File: config.mk
export PLATFORM = sky130hd
export DESIGN_NAME = sorted_key_table_core
export DESIGN_NICKNAME = d
export VERILOG_FILES = /design/src/rtl/core/sktbl_pkg.sv /design/src/rtl/core/sktbl_mem.sv /design/src/rtl/core/sktbl_seq.sv /design/src/rtl/core/sorted_key_table_core.sv
export SDC_FILE = /design/constraint.sdc
export NUM_CORES = 1
export LEC_CHECK = 0
export BUFFER_PORTS_ARGS = -buffer_cell sky130_fd_sc_hd__buf_2
export CAP_MARGIN = 10
export CORE_AREA = 2 2 351 353
export CTS_CLUSTER_DIAMETER = 40
export CTS_CLUSTER_SIZE = 20
export DETAILED_ROUTE_END_ITERATION = 7
export DIE_AREA = 0 0 353 355
export PLACE_DENSITY = 0.59
export SYNTH_ARGS = -nofsm -noshare
export SYNTH_HDL_FRONTEND = slang
export SYNTH_SLANG_ARGS = --single-unit
File: constraint.sdc
create_clock -name clk -period 5.1 [get_ports clk]
set_input_delay 0 -clock clk [delete_from_list [all_inputs] [get_ports clk]]
set_output_delay 0 -clock clk [all_outputs]
set_load 0.05 [all_outputs]
File: src/rtl/core/sktbl_pkg.sv
// Shared operation codes, status codes and result type of the sorted key table.
`default_nettype none

package sktbl_pkg;

  // Operation codes carried on the input transaction
  localparam logic [1:0] OP_INSERT = 2'd0;
  localparam logic [1:0] OP_REMOVE = 2'd1;
  localparam logic [1:0] OP_READ   = 2'd2;

  // Status codes carried on the output transaction
  localparam logic [2:0] ST_INSERTED = 3'd0;
  localparam logic [2:0] ST_REPLACED = 3'd1;
  localparam logic [2:0] ST_REMOVED  = 3'd2;
  localparam logic [2:0] ST_ABSENT   = 3'd3;
  localparam logic [2:0] ST_FULL     = 3'd4;
  localparam logic [2:0] ST_READ_OK  = 3'd5;
  localparam logic [2:0] ST_RANGE    = 3'd6;

  // One finished result, handed from the sequencer to the output register
  typedef struct packed {
    logic [2:0]  status;
    logic [4:0]  entry_count;
    logic [15:0] entry_key;
    logic [31:0] entry_payload;
    logic        first_greater;
  } result_t;

endpackage

`default_nettype wire

File: src/rtl/core/sktbl_mem.sv
// Single write port, single registered read port entry memory of the table.
`default_nettype none

module sktbl_mem #(
  parameter int DEPTH = 16,
  parameter int WIDTH = 48
) (
  input  wire                       clk,
  input  wire                       we,
  input  wire [$clog2(DEPTH)-1:0]   waddr,
  input  wire [WIDTH-1:0]           wdata,
  input  wire                       re,
  input  wire [$clog2(DEPTH)-1:0]   raddr,
  output logic [WIDTH-1:0]          rdata
);

  logic [WIDTH-1:0] mem [DEPTH];

  // Write one entry per cycle
  always_ff @(posedge clk) begin
    if (we) begin
      mem[waddr] <= wdata;
    end
  end

  // Register the read data
  always_ff @(posedge clk) begin
    if (re) begin
      rdata <= mem[raddr];
    end
  end

endmodule

`default_nettype wire

File: src/rtl/core/sktbl_seq.sv
// Sequencer: search, shift and read over the entry memory, plus count and head key.
`default_nettype none

module sktbl_seq #(
  parameter int TABLE_DEPTH = 16,
  parameter int KEY_BITS    = 16,
  localparam int AW = $clog2(TABLE_DEPTH),
  localparam int CW = $clog2(TABLE_DEPTH + 1),
  localparam int EW = KEY_BITS + 32
) (
  input  wire                  clk,
  input  wire                  rst,
  // input transaction
  input  wire                  in_valid,
  output logic                 in_ready,
  input  wire [1:0]            operation,
  input  wire [15:0]           key,
  input  wire [31:0]           payload,
  input  wire [3:0]            index,
  // finished result
  output logic                 res_valid,
  input  wire                  res_take,
  output sktbl_pkg::result_t   res,
  // memory port
  output logic                 mem_we,
  output logic [AW-1:0]        mem_waddr,
  output logic [EW-1:0]        mem_wdata,
  output logic                 mem_re,
  output logic [AW-1:0]        mem_raddr,
  input  wire [EW-1:0]         mem_rdata
);

  localparam logic [2:0] S_IDLE     = 3'd0;
  localparam logic [2:0] S_SCAN     = 3'd1;
  localparam logic [2:0] S_ACT      = 3'd2;
  localparam logic [2:0] S_SHIFT_UP = 3'd3;
  localparam logic [2:0] S_PLACE    = 3'd4;
  localparam logic [2:0] S_SHIFT_DN = 3'd5;
  localparam logic [2:0] S_RDATA    = 3'd6;
  localparam logic [2:0] S_DONE     = 3'd7;

  localparam logic [CW-1:0] FULL_COUNT = CW'(TABLE_DEPTH);

  logic [2:0]          state, state_next;
  logic [1:0]          op_r, op_r_next;
  logic [KEY_BITS-1:0] key_r, key_r_next;
  logic [31:0]         pl_r, pl_r_next;
  logic [CW-1:0]       count, count_next;
  logic [CW-1:0]       pos, pos_next;
  logic [CW-1:0]       j, j_next;
  logic                found, found_next;
  logic [KEY_BITS-1:0] head_key, head_key_next;
  logic [2:0]          status_r, status_r_next;
  logic [KEY_BITS-1:0] rkey_r, rkey_r_next;
  logic [31:0]         rpay_r, rpay_r_next;

  logic [KEY_BITS-1:0] key_in;
  logic [KEY_BITS-1:0] rd_key;
  logic [31:0]         rd_pay;
  logic [CW-1:0]       pos_inc;
  logic                scan_on;
  logic                idx_ok;

  assign key_in  = KEY_BITS'(key);
  assign rd_key  = mem_rdata[EW-1:32];
  assign rd_pay  = mem_rdata[31:0];
  assign pos_inc = CW'(pos + CW'(1));
  assign idx_ok  = ({28'd0, index} < 32'(count)) && ({28'd0, index} < 32'(TABLE_DEPTH));

  // Keep scanning while the stored key sorts ahead of (insert) or differs from (remove) the key
  assign scan_on = (op_r == sktbl_pkg::OP_INSERT) ? (rd_key > key_r) : (rd_key != key_r);

  assign in_ready  = (state == S_IDLE);
  assign res_valid = (state == S_DONE);

  // Present the result from the updated state
  always_comb begin
    res.status        = status_r;
    res.entry_count   = 5'(count);
    res.entry_key     = 16'(rkey_r);
    res.entry_payload = rpay_r;
    res.first_greater = (count != '0) && (head_key > key_r);
  end

  // Next state and memory requests
  always_comb begin
    state_next    = state;
    op_r_next     = op_r;
    key_r_next    = key_r;
    pl_r_next     = pl_r;
    count_next    = count;
    pos_next      = pos;
    j_next        = j;
    found_next    = found;
    head_key_next = head_key;
    status_r_next = status_r;
    rkey_r_next   = rkey_r;
    rpay_r_next   = rpay_r;
    mem_we        = 1'b0;
    mem_waddr     = AW'(pos);
    mem_wdata     = {key_r, pl_r};
    mem_re        = 1'b0;
    mem_raddr     = '0;

    case (state)
      // Latch the transaction and start the search or the read, or flag an out-of-range index
      S_IDLE: begin
        if (in_valid) begin
          op_r_next   = operation;
          key_r_next  = key_in;
          pl_r_next   = payload;
          pos_next    = '0;
          rkey_r_next = '0;
          rpay_r_next = '0;
          if (operation == sktbl_pkg::OP_INSERT || operation == sktbl_pkg::OP_REMOVE) begin
            if (count == '0) begin
              found_next = 1'b0;
              state_next = S_ACT;
            end else begin
              mem_re     = 1'b1;
              mem_raddr  = '0;
              state_next = S_SCAN;
            end
          end else if (idx_ok) begin
            mem_re     = 1'b1;
            mem_raddr  = AW'(index);
            state_next = S_RDATA;
          end else begin
            status_r_next = sktbl_pkg::ST_RANGE;
            state_next    = S_DONE;
          end
        end
      end

      // Walk the table one entry per cycle
      S_SCAN: begin
        if (scan_on) begin
          pos_next = pos_inc;
          if (pos_inc == count) begin
            found_next = 1'b0;
            state_next = S_ACT;
          end else begin
            mem_re    = 1'b1;
            mem_raddr = AW'(pos_inc);
          end
        end else begin
          found_next = (rd_key == key_r);
          state_next = S_ACT;
        end
      end

      // Decide the outcome and start any shift
      S_ACT: begin
        if (op_r == sktbl_pkg::OP_INSERT) begin
          if (found) begin
            mem_we        = 1'b1;
            status_r_next = sktbl_pkg::ST_REPLACED;
            state_next    = S_DONE;
          end else if (count == FULL_COUNT) begin
            status_r_next = sktbl_pkg::ST_FULL;
            state_next    = S_DONE;
          end else if (pos == count) begin
            mem_we        = 1'b1;
            if (pos == '0) begin
              head_key_next = key_r;
            end
            count_next    = CW'(count + CW'(1));
            status_r_next = sktbl_pkg::ST_INSERTED;
            state_next    = S_DONE;
          end else begin
            j_next     = count;
            mem_re     = 1'b1;
            mem_raddr  = AW'(count - CW'(1));
            state_next = S_SHIFT_UP;
          end
        end else begin
          if (!found) begin
            status_r_next = sktbl_pkg::ST_ABSENT;
            state_next    = S_DONE;
          end else if (pos_inc == count) begin
            count_next    = CW'(count - CW'(1));
            status_r_next = sktbl_pkg::ST_REMOVED;
            state_next    = S_DONE;
          end else begin
            j_next     = pos;
            mem_re     = 1'b1;
            mem_raddr  = AW'(pos_inc);
            state_next = S_SHIFT_DN;
          end
        end
      end

      // Move entry j-1 up to j, reading the next one ahead
      S_SHIFT_UP: begin
        mem_we    = 1'b1;
        mem_waddr = AW'(j);
        mem_wdata = mem_rdata;
        if (CW'(j - CW'(1)) == pos) begin
          state_next = S_PLACE;
        end else begin
          j_next    = CW'(j - CW'(1));
          mem_re    = 1'b1;
          mem_raddr = AW'(j - CW'(2));
        end
      end

      // Drop the new entry into the opened slot
      S_PLACE: begin
        mem_we = 1'b1;
        if (pos == '0) begin
          head_key_next = key_r;
        end
        count_next    = CW'(count + CW'(1));
        status_r_next = sktbl_pkg::ST_INSERTED;
        state_next    = S_DONE;
      end

      // Move entry j+1 down to j to close the gap
      S_SHIFT_DN: begin
        mem_we    = 1'b1;
        mem_waddr = AW'(j);
        mem_wdata = mem_rdata;
        if (j == '0) begin
          head_key_next = rd_key;
        end
        if (CW'(j + CW'(2)) == count) begin
          count_next    = CW'(count - CW'(1));
          status_r_next = sktbl_pkg::ST_REMOVED;
          state_next    = S_DONE;
        end else begin
          j_next    = CW'(j + CW'(1));
          mem_re    = 1'b1;
          mem_raddr = AW'(j + CW'(2));
        end
      end

      // Capture the entry that was read
      S_RDATA: begin
        rkey_r_next   = rd_key;
        rpay_r_next   = rd_pay;
        status_r_next = sktbl_pkg::ST_READ_OK;
        state_next    = S_DONE;
      end

      // Hold the result until the output register takes it
      S_DONE: begin
        if (res_take) begin
          state_next = S_IDLE;
        end
      end

      default: begin
        state_next = S_IDLE;
      end
    endcase
  end

  // Control registers
  always_ff @(posedge clk) begin
    if (rst) begin
      state <= S_IDLE;
      count <= '0;
    end else begin
      state <= state_next;
      count <= count_next;
    end
  end

  // Working registers
  always_ff @(posedge clk) begin
    op_r     <= op_r_next;
    key_r    <= key_r_next;
    pl_r     <= pl_r_next;
    pos      <= pos_next;
    j        <= j_next;
    found    <= found_next;
    head_key <= head_key_next;
    status_r <= status_r_next;
    rkey_r   <= rkey_r_next;
    rpay_r   <= rpay_r_next;
  end

`ifndef SYNTH
  a_no_addr_clash: assert property (@(posedge clk) disable iff (rst)
    mem_we && mem_re |-> mem_waddr != mem_raddr)
    else $error("read and write of the same entry in one cycle");

  a_count_bound: assert property (@(posedge clk) disable iff (rst)
    count <= FULL_COUNT)
    else $error("entry count beyond table depth");

  a_count_step: assert property (@(posedge clk) disable iff (rst)
    !rst |=> (count == $past(count)) || (count == CW'($past(count) + CW'(1)))
             || (CW'(count + CW'(1)) == $past(count)))
    else $error("entry count moved by more than one");

  a_write_state: assert property (@(posedge clk) disable iff (rst)
    mem_we |-> (state == S_ACT) || (state == S_SHIFT_UP) || (state == S_PLACE)
               || (state == S_SHIFT_DN))
    else $error("memory write outside an update step");
`endif

endmodule

`default_nettype wire

File: src/rtl/core/sorted_key_table_core.sv
// Top level of the sorted key table: sequencer, entry memory and output register.
//
// The table holds up to TABLE_DEPTH entries (key and payload) with unique keys in
// descending key order. Each input transaction (operation, key, payload, index) on
// the in_valid/in_ready channel gives exactly one output transaction (status,
// entry_count, entry_key, entry_payload, first_greater) on out_valid/out_ready.
// Items are worked one at a time; in_ready is high while the sequencer is idle.
// An out-of-range read goes straight to its result; a read first captures the
// entry; an insert or remove searches the stored entries, decides, shifts if
// needed and, for an insert that shifts, places the new entry before its result.
// The search reads one entry per cycle and the shift moves one entry per cycle,
// both through the single read and single write port of the entry memory.
// The output register frees the sequencer when it loads, so the next transaction
// is accepted while a result waits; a stalled receiver holds one result and then
// stops the sequencer, which in turn holds in_ready low.
// Reset clears the entry count and the control state; memory
// contents are not cleared, since only entries below the count are ever read.
`default_nettype none

module sorted_key_table_core #(
  parameter int TABLE_DEPTH = 16,
  parameter int KEY_BITS    = 16
) (
  input  wire         clk,
  input  wire         rst,
  input  wire         in_valid,
  output logic        in_ready,
  input  wire  [1:0]  operation,
  input  wire  [15:0] key,
  input  wire  [31:0] payload,
  input  wire  [3:0]  index,
  output logic        out_valid,
  input  wire         out_ready,
  output logic [2:0]  status,
  output logic [4:0]  entry_count,
  output logic [15:0] entry_key,
  output logic [31:0] entry_payload,
  output logic        first_greater
);

  localparam int AW = $clog2(TABLE_DEPTH);
  localparam int EW = KEY_BITS + 32;

  logic               mem_we;
  logic [AW-1:0]      mem_waddr;
  logic [EW-1:0]      mem_wdata;
  logic               mem_re;
  logic [AW-1:0]      mem_raddr;
  logic [EW-1:0]      mem_rdata;
  logic               res_valid;
  logic               res_take;
  sktbl_pkg::result_t res;
  sktbl_pkg::result_t out_r;

  sktbl_seq #(
    .TABLE_DEPTH (TABLE_DEPTH),
    .KEY_BITS    (KEY_BITS)
  ) u_seq (
    .clk       (clk),
    .rst       (rst),
    .in_valid  (in_valid),
    .in_ready  (in_ready),
    .operation (operation),
    .key       (key),
    .payload   (payload),
    .index     (index),
    .res_valid (res_valid),
    .res_take  (res_take),
    .res       (res),
    .mem_we    (mem_we),
    .mem_waddr (mem_waddr),
    .mem_wdata (mem_wdata),
    .mem_re    (mem_re),
    .mem_raddr (mem_raddr),
    .mem_rdata (mem_rdata)
  );

  sktbl_mem #(
    .DEPTH (TABLE_DEPTH),
    .WIDTH (EW)
  ) u_mem (
    .clk   (clk),
    .we    (mem_we),
    .waddr (mem_waddr),
    .wdata (mem_wdata),
    .re    (mem_re),
    .raddr (mem_raddr),
    .rdata (mem_rdata)
  );

  // Load the output register when it is empty or being emptied
  assign res_take = res_valid && (!out_valid || out_ready);

  always_ff @(posedge clk) begin
    if (rst) begin
      out_valid <= 1'b0;
    end else if (res_take) begin
      out_valid <= 1'b1;
    end else if (out_ready) begin
      out_valid <= 1'b0;
    end
  end

  // Hold the result payload
  always_ff @(posedge clk) begin
    if (res_take) begin
      out_r <= res;
    end
  end

  assign status        = out_r.status;
  assign entry_count   = out_r.entry_count;
  assign entry_key     = out_r.entry_key;
  assign entry_payload = out_r.entry_payload;
  assign first_greater = out_r.first_greater;

endmodule

`default_nettype wire
==> results.json, run 1 <==
{
  "status": "completed",
  "die_w_um": 353,
  "nets": 3111,
  "syn_area_um2": 42400,
  "ios": 117,
  "grt-ovfl-total": 0,
  "start_util_pct": 34.9,
  "critPathKind": "reg2reg",
  "startpoint": "u_seq.state[2]",
  "rsz0062_at_grt": "false",
  "period_needed_ns": 4.75,
  "total_power_mw": 34.4,
  "worstSetupStartpointType": "flip-flop",
  "cts_buffers": 134,
  "clk_path_buf_depth": 3,
  "async_reset_ff_share_pct": 0,
  "final_cell_mix": "edfxtp_1 (1001), mux2i_1 (191), a2111oi_0 (181)",
  "die-area_um2": 125000,
  "grt_antenna_before_repair": 2,
  "grt_max_degree": 124,
  "drc": 0,
  "gp_congestion": 0.854,
  "finalCritPeriodShare_pct": 93.1,
  "reg2reg_from": "u_seq.state[2]",
  "cp_slowest_stage_delay_ns": 0.64,
  "syn_area_per_cell_um2": 15.4,
  "clkTransAtPathRegs_ns": 0.06,
  "setup_tns_ns": 0,
  "synthDistinctLibCells": 70,
  "fin_worst_skew_ns": 0.0317,
  "cts-root-buf": "clkbuf_16",
  "syn_inst": 2751,
  "antenna_left": 0,
  "rows": 128,
  "die_h_um": 355,
  "first_iter_violations": 2617,
  "min_from": "payload[19]",
  "synth_ff_type": "edfxtp_1",
  "worst_slew_pin_slew_ns": 1.10,
  "hp-class": "in2reg",
  "grt_pass1_wl_um": 176000,
  "layout-drive-gt1-share_pct": 18.6,
  "cts_tree": "built",
  "drv_cap": 0,
  "grt_pass1_vias": 26400,
  "relSlewSlack_pct": 26.3,
  "vias": 26700,
  "crit_path_end_kind": "flip-flop",
  "critical_path.most_common_cell": "buf_4",
  "max_freq_ghz": 0.211,
  "syn-num-nets": 2856,
  "clock_latency_ns": 0.77,
  "core_area_um2": 121000,
  "setup_viol": 0,
  "wirelength_um": 119000,
  "p_leak_nw": 18.0,
  "hpwlAfterDp_um": 65700,
  "drtPass1Iterations": 7,
  "postCtsSetupRepairBufs": 0,
  "ys_warn_count": 0,
  "synth_edf_count": 1001,
  "p_per_area_nw_per_um2": 669,
  "synth-seq-cells": 1010,
  "critPathSlowestCell": "a2111oi_0",
  "cp.required_ns": 5.61,
  "area_delta_synth_final_pct": 21.2,
  "grt_util_all_layers_pct": 18.7,
  "h-tree-depth": 4,
  "crit_path_max_fanout": 56,
  "peakVddDrop_uv": 549,
  "path_cells": "buf_4, buf_4, nor2b_1, a32oi_1, o211ai_1, o22ai_4, buf_12, a2111oi_0, a2111oi_0, buf_4, or3b_1",
  "routedWlPerCell_um": 25.1,
  "port_buffers": 116,
  "layout_commonest_cell": "edfxtp_1",
  "slew_violations": 0,
  "synth-seq-area-share_pct": 71.4,
  "cts_sinks": 1010,
  "viasPerCell": 5.64,
  "crit_arrival_ns": 5.26,
  "diodes": 0,
  "hold_viol_final": 0
}
power by group:
part           total [mW]  internal [mW]  switching (mW)
logic                12.3           3.90            8.43
clock network        9.81           5.90            3.91
registers            12.2           11.6           0.604
critical path, delay by kind of cell (launching register included):
| kind | cells | cell delay [ns] |
|---|---|---|
| flip-flops | 1 | 0.38 |
| AND/OR/NAND/NOR | 2 | 0.64 |
| AO/OA/AOI/OAI | 5 | 2.02 |
| buffers and inverters | 4 | 1.42 |
layer usage:
metal	global-route usage, %	share of wire (%)
met1	25.6	43
met2	30.0	47
met3	3.58	7.4
met4	5.96	2.4
met5	0	0
synthesized netlist by cell type, types with 9 or more instances:
library cell / n / area share (%)
buf_2: 40 / 0.47
or3b_1: 38 / 0.79
nor2_1: 59 / 0.52
mux2_2: 49 / 1.3
clkbuf_1: 170 / 1.5
nand2_1: 163 / 1.4
nand4_1: 12 / 0.18
xor2_1: 13 / 0.27
inv_1: 33 / 0.29
nand3_1: 25 / 0.30
ha_1: 47 / 1.4
edfxtp_1: 1001 / 71
o21ai_0: 51 / 0.60
a21oi_1: 35 / 0.41
nor2b_1: 12 / 0.18
o211ai_1: 146 / 2.6
or3_1: 11 / 0.16
buf_4: 9 / 0.16
o31ai_1: 142 / 2.5
and3_1: 54 / 0.80
mux2i_1: 191 / 4.5
o22ai_1: 92 / 1.4
dfxtp_1: 9 / 0.43
nor3_1: 21 / 0.25
a2111oi_0: 183 / 3.8
xnor2_1: 20 / 0.41
sequential cells by signal (all words and copies together) (netlist names), 16 cells and up:
signal          cells
u_mem.mem         768
u_mem.rdata        48
entry_payload      32
u_seq.pl_r         32
u_seq.rpay_r       32
entry_key          16
u_seq.head_key     16
u_seq.key_r        16
u_seq.rkey_r       16
cell families (layout without fill, tap and decap cells):
logic type / after synthesis / after routing / synth area share, %
flip-flops: 1010 / 1010 / 71.4
AO/OA/AOI/OAI: 721 / 721 / 12.7
AND/OR/NAND/NOR: 425 / 425 / 5.14
buffers and inverters: 266 / 630 / 2.66
multiplexers: 248 / 248 / 6.03
adder cells (fa/ha/maj): 47 / 47 / 1.39
XOR/XNOR: 34 / 34 / 0.735
final timing paths:
check                           end  slack (ns)  cells after the start
setup reg to reg    u_mem.rdata[25]        0.35                     11
hold reg to reg   entry_payload[26]        0.41                      0
setup / recovery    u_mem.rdata[25]        0.35                     11
hold / removal       u_seq.pl_r[19]        0.03                      2
what timing repair did:
action	CTS	global route
resized for setup	0	4
hold endpoints to repair	68	0
hold buffers	101	0
endpoints found under the setup margin	0	7
through the flow:
| step | setup WS, ns | hold slack [ns] | cells | utilization, % | instance area, um^2 |
|---|---|---|---|---|---|
| 6_report | 0.350 | 0.0283 | 4740 | 42.3 | 51400 |
| 5_1_grt | 0.115 | 0.0296 | 4740 | 42.3 | 51400 |
| 4_1_cts | 0.265 | 0.00549 | 4740 | 42.3 | 51300 |
| 3_5_place_dp | 0.326 | 0.178 | 4394 | 37.5 | 45600 |
| 3_3_place_gp | 0.359 | 0.178 | 4394 | 37.5 | 45600 |
| 2_1_floorplan | 0.0757 | 0.0989 | 2751 | - | 42400 |
area by class of cell:
type	count	area (um^2)
Sequential cell	1010	30200
Timing Repair Buffer	351	2910
Inverter	34	131
Multi-Input combinational cell	1475	11300
Clock inverter	106	1390
Tap cell	1625	2030
Fill cell	10900	70000
Clock buffer	139	3370
(Power assumes the default switching activity.)
==> run 2, diff against run 1 <==
==> constraint.sdc (replaced) <==
create_clock -name clk -period 5.1 [get_ports clk]
set_input_delay 0 -clock clk [delete_from_list [all_inputs] [get_ports clk]]
set_output_delay 0 -clock clk [all_outputs]
set_load 0.1 [all_outputs]
==> run 2 against run 1 <==
  * Final area decreased by 0.67%
  * Fmax decreased by 0.36%
  * Cell count about the same
  * Non-clock buffer count increased by 17
  * Via count about the same
  * Wire length increased by 0.83%
  * Core utilization decreased by 0.29 points
  * Critical path depth increased by 1
  * Worst hold slack improved by 0.074 ns
  * First-iteration DRC count decreased by 6.5%
  * Sequential share of layout area increased by 0.40 points
  * Clock-buffer cell count decreased by 9
==> results.json, run 2 (synthesis results as in run 1) <==
{
  "status": "completed",
  "viasPerCell": 5.64,
  "top_layer_used": "met4",
  "ff2ff_path_depth": 12,
  "grt-ovfl-total": 0,
  "crit_arrival_ns": 5.23,
  "wl_met2_um": 55400,
  "grt_pass1_wl_um": 177000,
  "critPathSlowestCell": "a2111oi_0",
  "peakVddDrop_uv": 535,
  "min_path_cells": 3,
  "relSlewSlack_pct": 32.7,
  "max_freq_ghz": 0.210,
  "worst_slew_pin_slew_ns": 1.01,
  "met1_length_um": 52400,
  "finalWorstSetupSlack_ns": 0.333,
  "cp.required_ns": 5.56,
  "clkTransAtPathRegs_ns": 0.07,
  "rsz0062_at_grt": "false",
  "hpwlAfterDp_um": 66700,
  "drc": 0,
  "die-area_um2": 125000,
  "start_util_pct": 34.9,
  "clk_path_buf_depth": 3,
  "finalCritPeriodShare_pct": 93.5,
  "grt_antenna_before_repair": 4,
  "h-tree-depth": 3,
  "post_cts_resized": 0,
  "slew_violations": 0,
  "largestRegisters": "u_mem.mem (768), u_mem.rdata (48)",
  "layout-drive-gt1-share_pct": 18.5,
  "worst-path-stages": 12,
  "crit_path_end_kind": "flip-flop",
  "cp_slowest_stage_delay_ns": 0.65,
  "die_w_um": 353,
  "grt_util_all_layers_pct": 18.7,
  "diodes": 0,
  "die_h_um": 355,
  "layout_commonest_cell": "edfxtp_1",
  "gp_congestion": 0.873,
  "p_per_area_nw_per_um2": 661,
  "hp-class": "in2reg",
  "setup_tns_ns": 0,
  "critPathTopFamily": "compound AO/OA/AOI/OAI gates",
  "cts_buffers": 120,
  "cp_num_buf_inv": 2,
  "crit_path_max_fanout": 34,
  "grt_max_degree": 124,
  "period_needed_ns": 4.77,
  "worstSetupStartpointType": "flip-flop",
  "cts_tree": "built",
  "clock_latency_ns": 0.75,
  "drtPass1Iterations": 5,
  "hold_viol_final": 0,
  "wl_met3_um": 8880,
  "postCtsSetupRepairBufs": 0,
  "grt_pass1_vias": 26600,
  "largest_register_ffs": 768,
  "final_cell_mix": "edfxtp_1 (1001), mux2i_1 (191), a2111oi_0 (183)",
  "wirelength_um": 120000,
  "p_leak_nw": 17.8,
  "path_cells": "inv_1, ha_1, a21boi_1, xnor3_1, and3_1, a21o_1, o211ai_1, a21o_2, nor3_4, buf_12, a2111oi_0, or3b_1",
  "antenna_left": 0,
  "regMostFlops": "u_mem.mem",
  "critPathKind": "reg2reg",
  "cts-root-buf": "clkbuf_16",
  "rows": 128,
  "vias": 26700,
  "routedWlPerCell_um": 25.3,
  "first_iter_violations": 2447,
  "setup_viol": 0,
  "dpl_worst_slack_ns": 0.362,
  "fin_worst_skew_ns": 0.0321,
  "nets": 3114,
  "drv_cap": 0,
  "area_delta_synth_final_pct": 20.4,
  "port_buffers": 116,
  "cts_sinks": 1010,
  "core_area_um2": 121000,
  "ios": 117
}
-- run 2: metrics by stage --
| stage | power (mW) | hold WS (ns) | cells | instance area (um^2) | util [%] |
|---|---|---|---|---|---|
| floorplan | 19.8 | 0.0989 | 2751 | 42400 | - |
| global route | 35.1 | 0.112 | 4741 | 51000 | 42.0 |
| global placement | 24.8 | 0.177 | 4409 | 45800 | 37.7 |
| finish | 33.7 | 0.102 | 4741 | 51000 | 42.0 |
| detailed placement | 24.9 | 0.178 | 4409 | 45800 | 37.7 |
| CTS | 33.8 | 0.0696 | 4741 | 51000 | 42.0 |
-- run 2: power by group --
part | switching [mW] | leakage [nW] | internal, mW
Sequential | 0.564 | 9.19 | 11.6
Combinational | 8.76 | 6.63 | 4.06
Clock | 3.81 | 2.00 | 4.95
-- run 2: what timing repair did --
item | 4_1_cts | 5_1_grt
setup endpoints to repair | 0 | 0
hold endpoints to repair | 68 | 0
hold buffers | 103 | 0
-- run 2: final timing paths --
| kind | startpoint | slack (ns) | endpoint |
|---|---|---|---|
| worst max-delay path | u_seq.j[2] | 0.33 | u_mem.rdata[26] |
| worst min-delay path | rst | 0.10 | u_seq.count[0] |
| worst max register to register | u_seq.j[2] | 0.33 | u_mem.rdata[26] |
| worst min register to register | u_seq.rpay_r[26] | 0.39 | entry_payload[26] |
-- run 2: worst reg2reg max path, cell delays in order (launching register included) --
cell	delay, ns
edfxtp_1	0.53
inv_1	0.21
ha_1	0.21
a21boi_1	0.29
xnor3_1	0.25
and3_1	0.24
a21o_1	0.22
o211ai_1	0.61
a21o_2	0.45
nor3_4	0.19
buf_12	0.23
a2111oi_0	0.67
or3b_1	0.40
-- run 2: per-layer routing --
layer  vias up  global-route usage, %
met1     13600                   26.0
met5         -                      0
met3       214                   3.41
li1      11800                      -
met2      1175                   29.6
met4         0                   6.56
-- run 2: cell type report --
type | count | area, um^2
repair buffers | 368 | 3160
clock buffers | 130 | 3040
flip-flops and latches | 1010 | 30200
multi-input cells | 1475 | 11300
fillers | 11000 | 70400
clock inverters | 99 | 1130
inverters | 34 | 134
well taps | 1625 | 2030
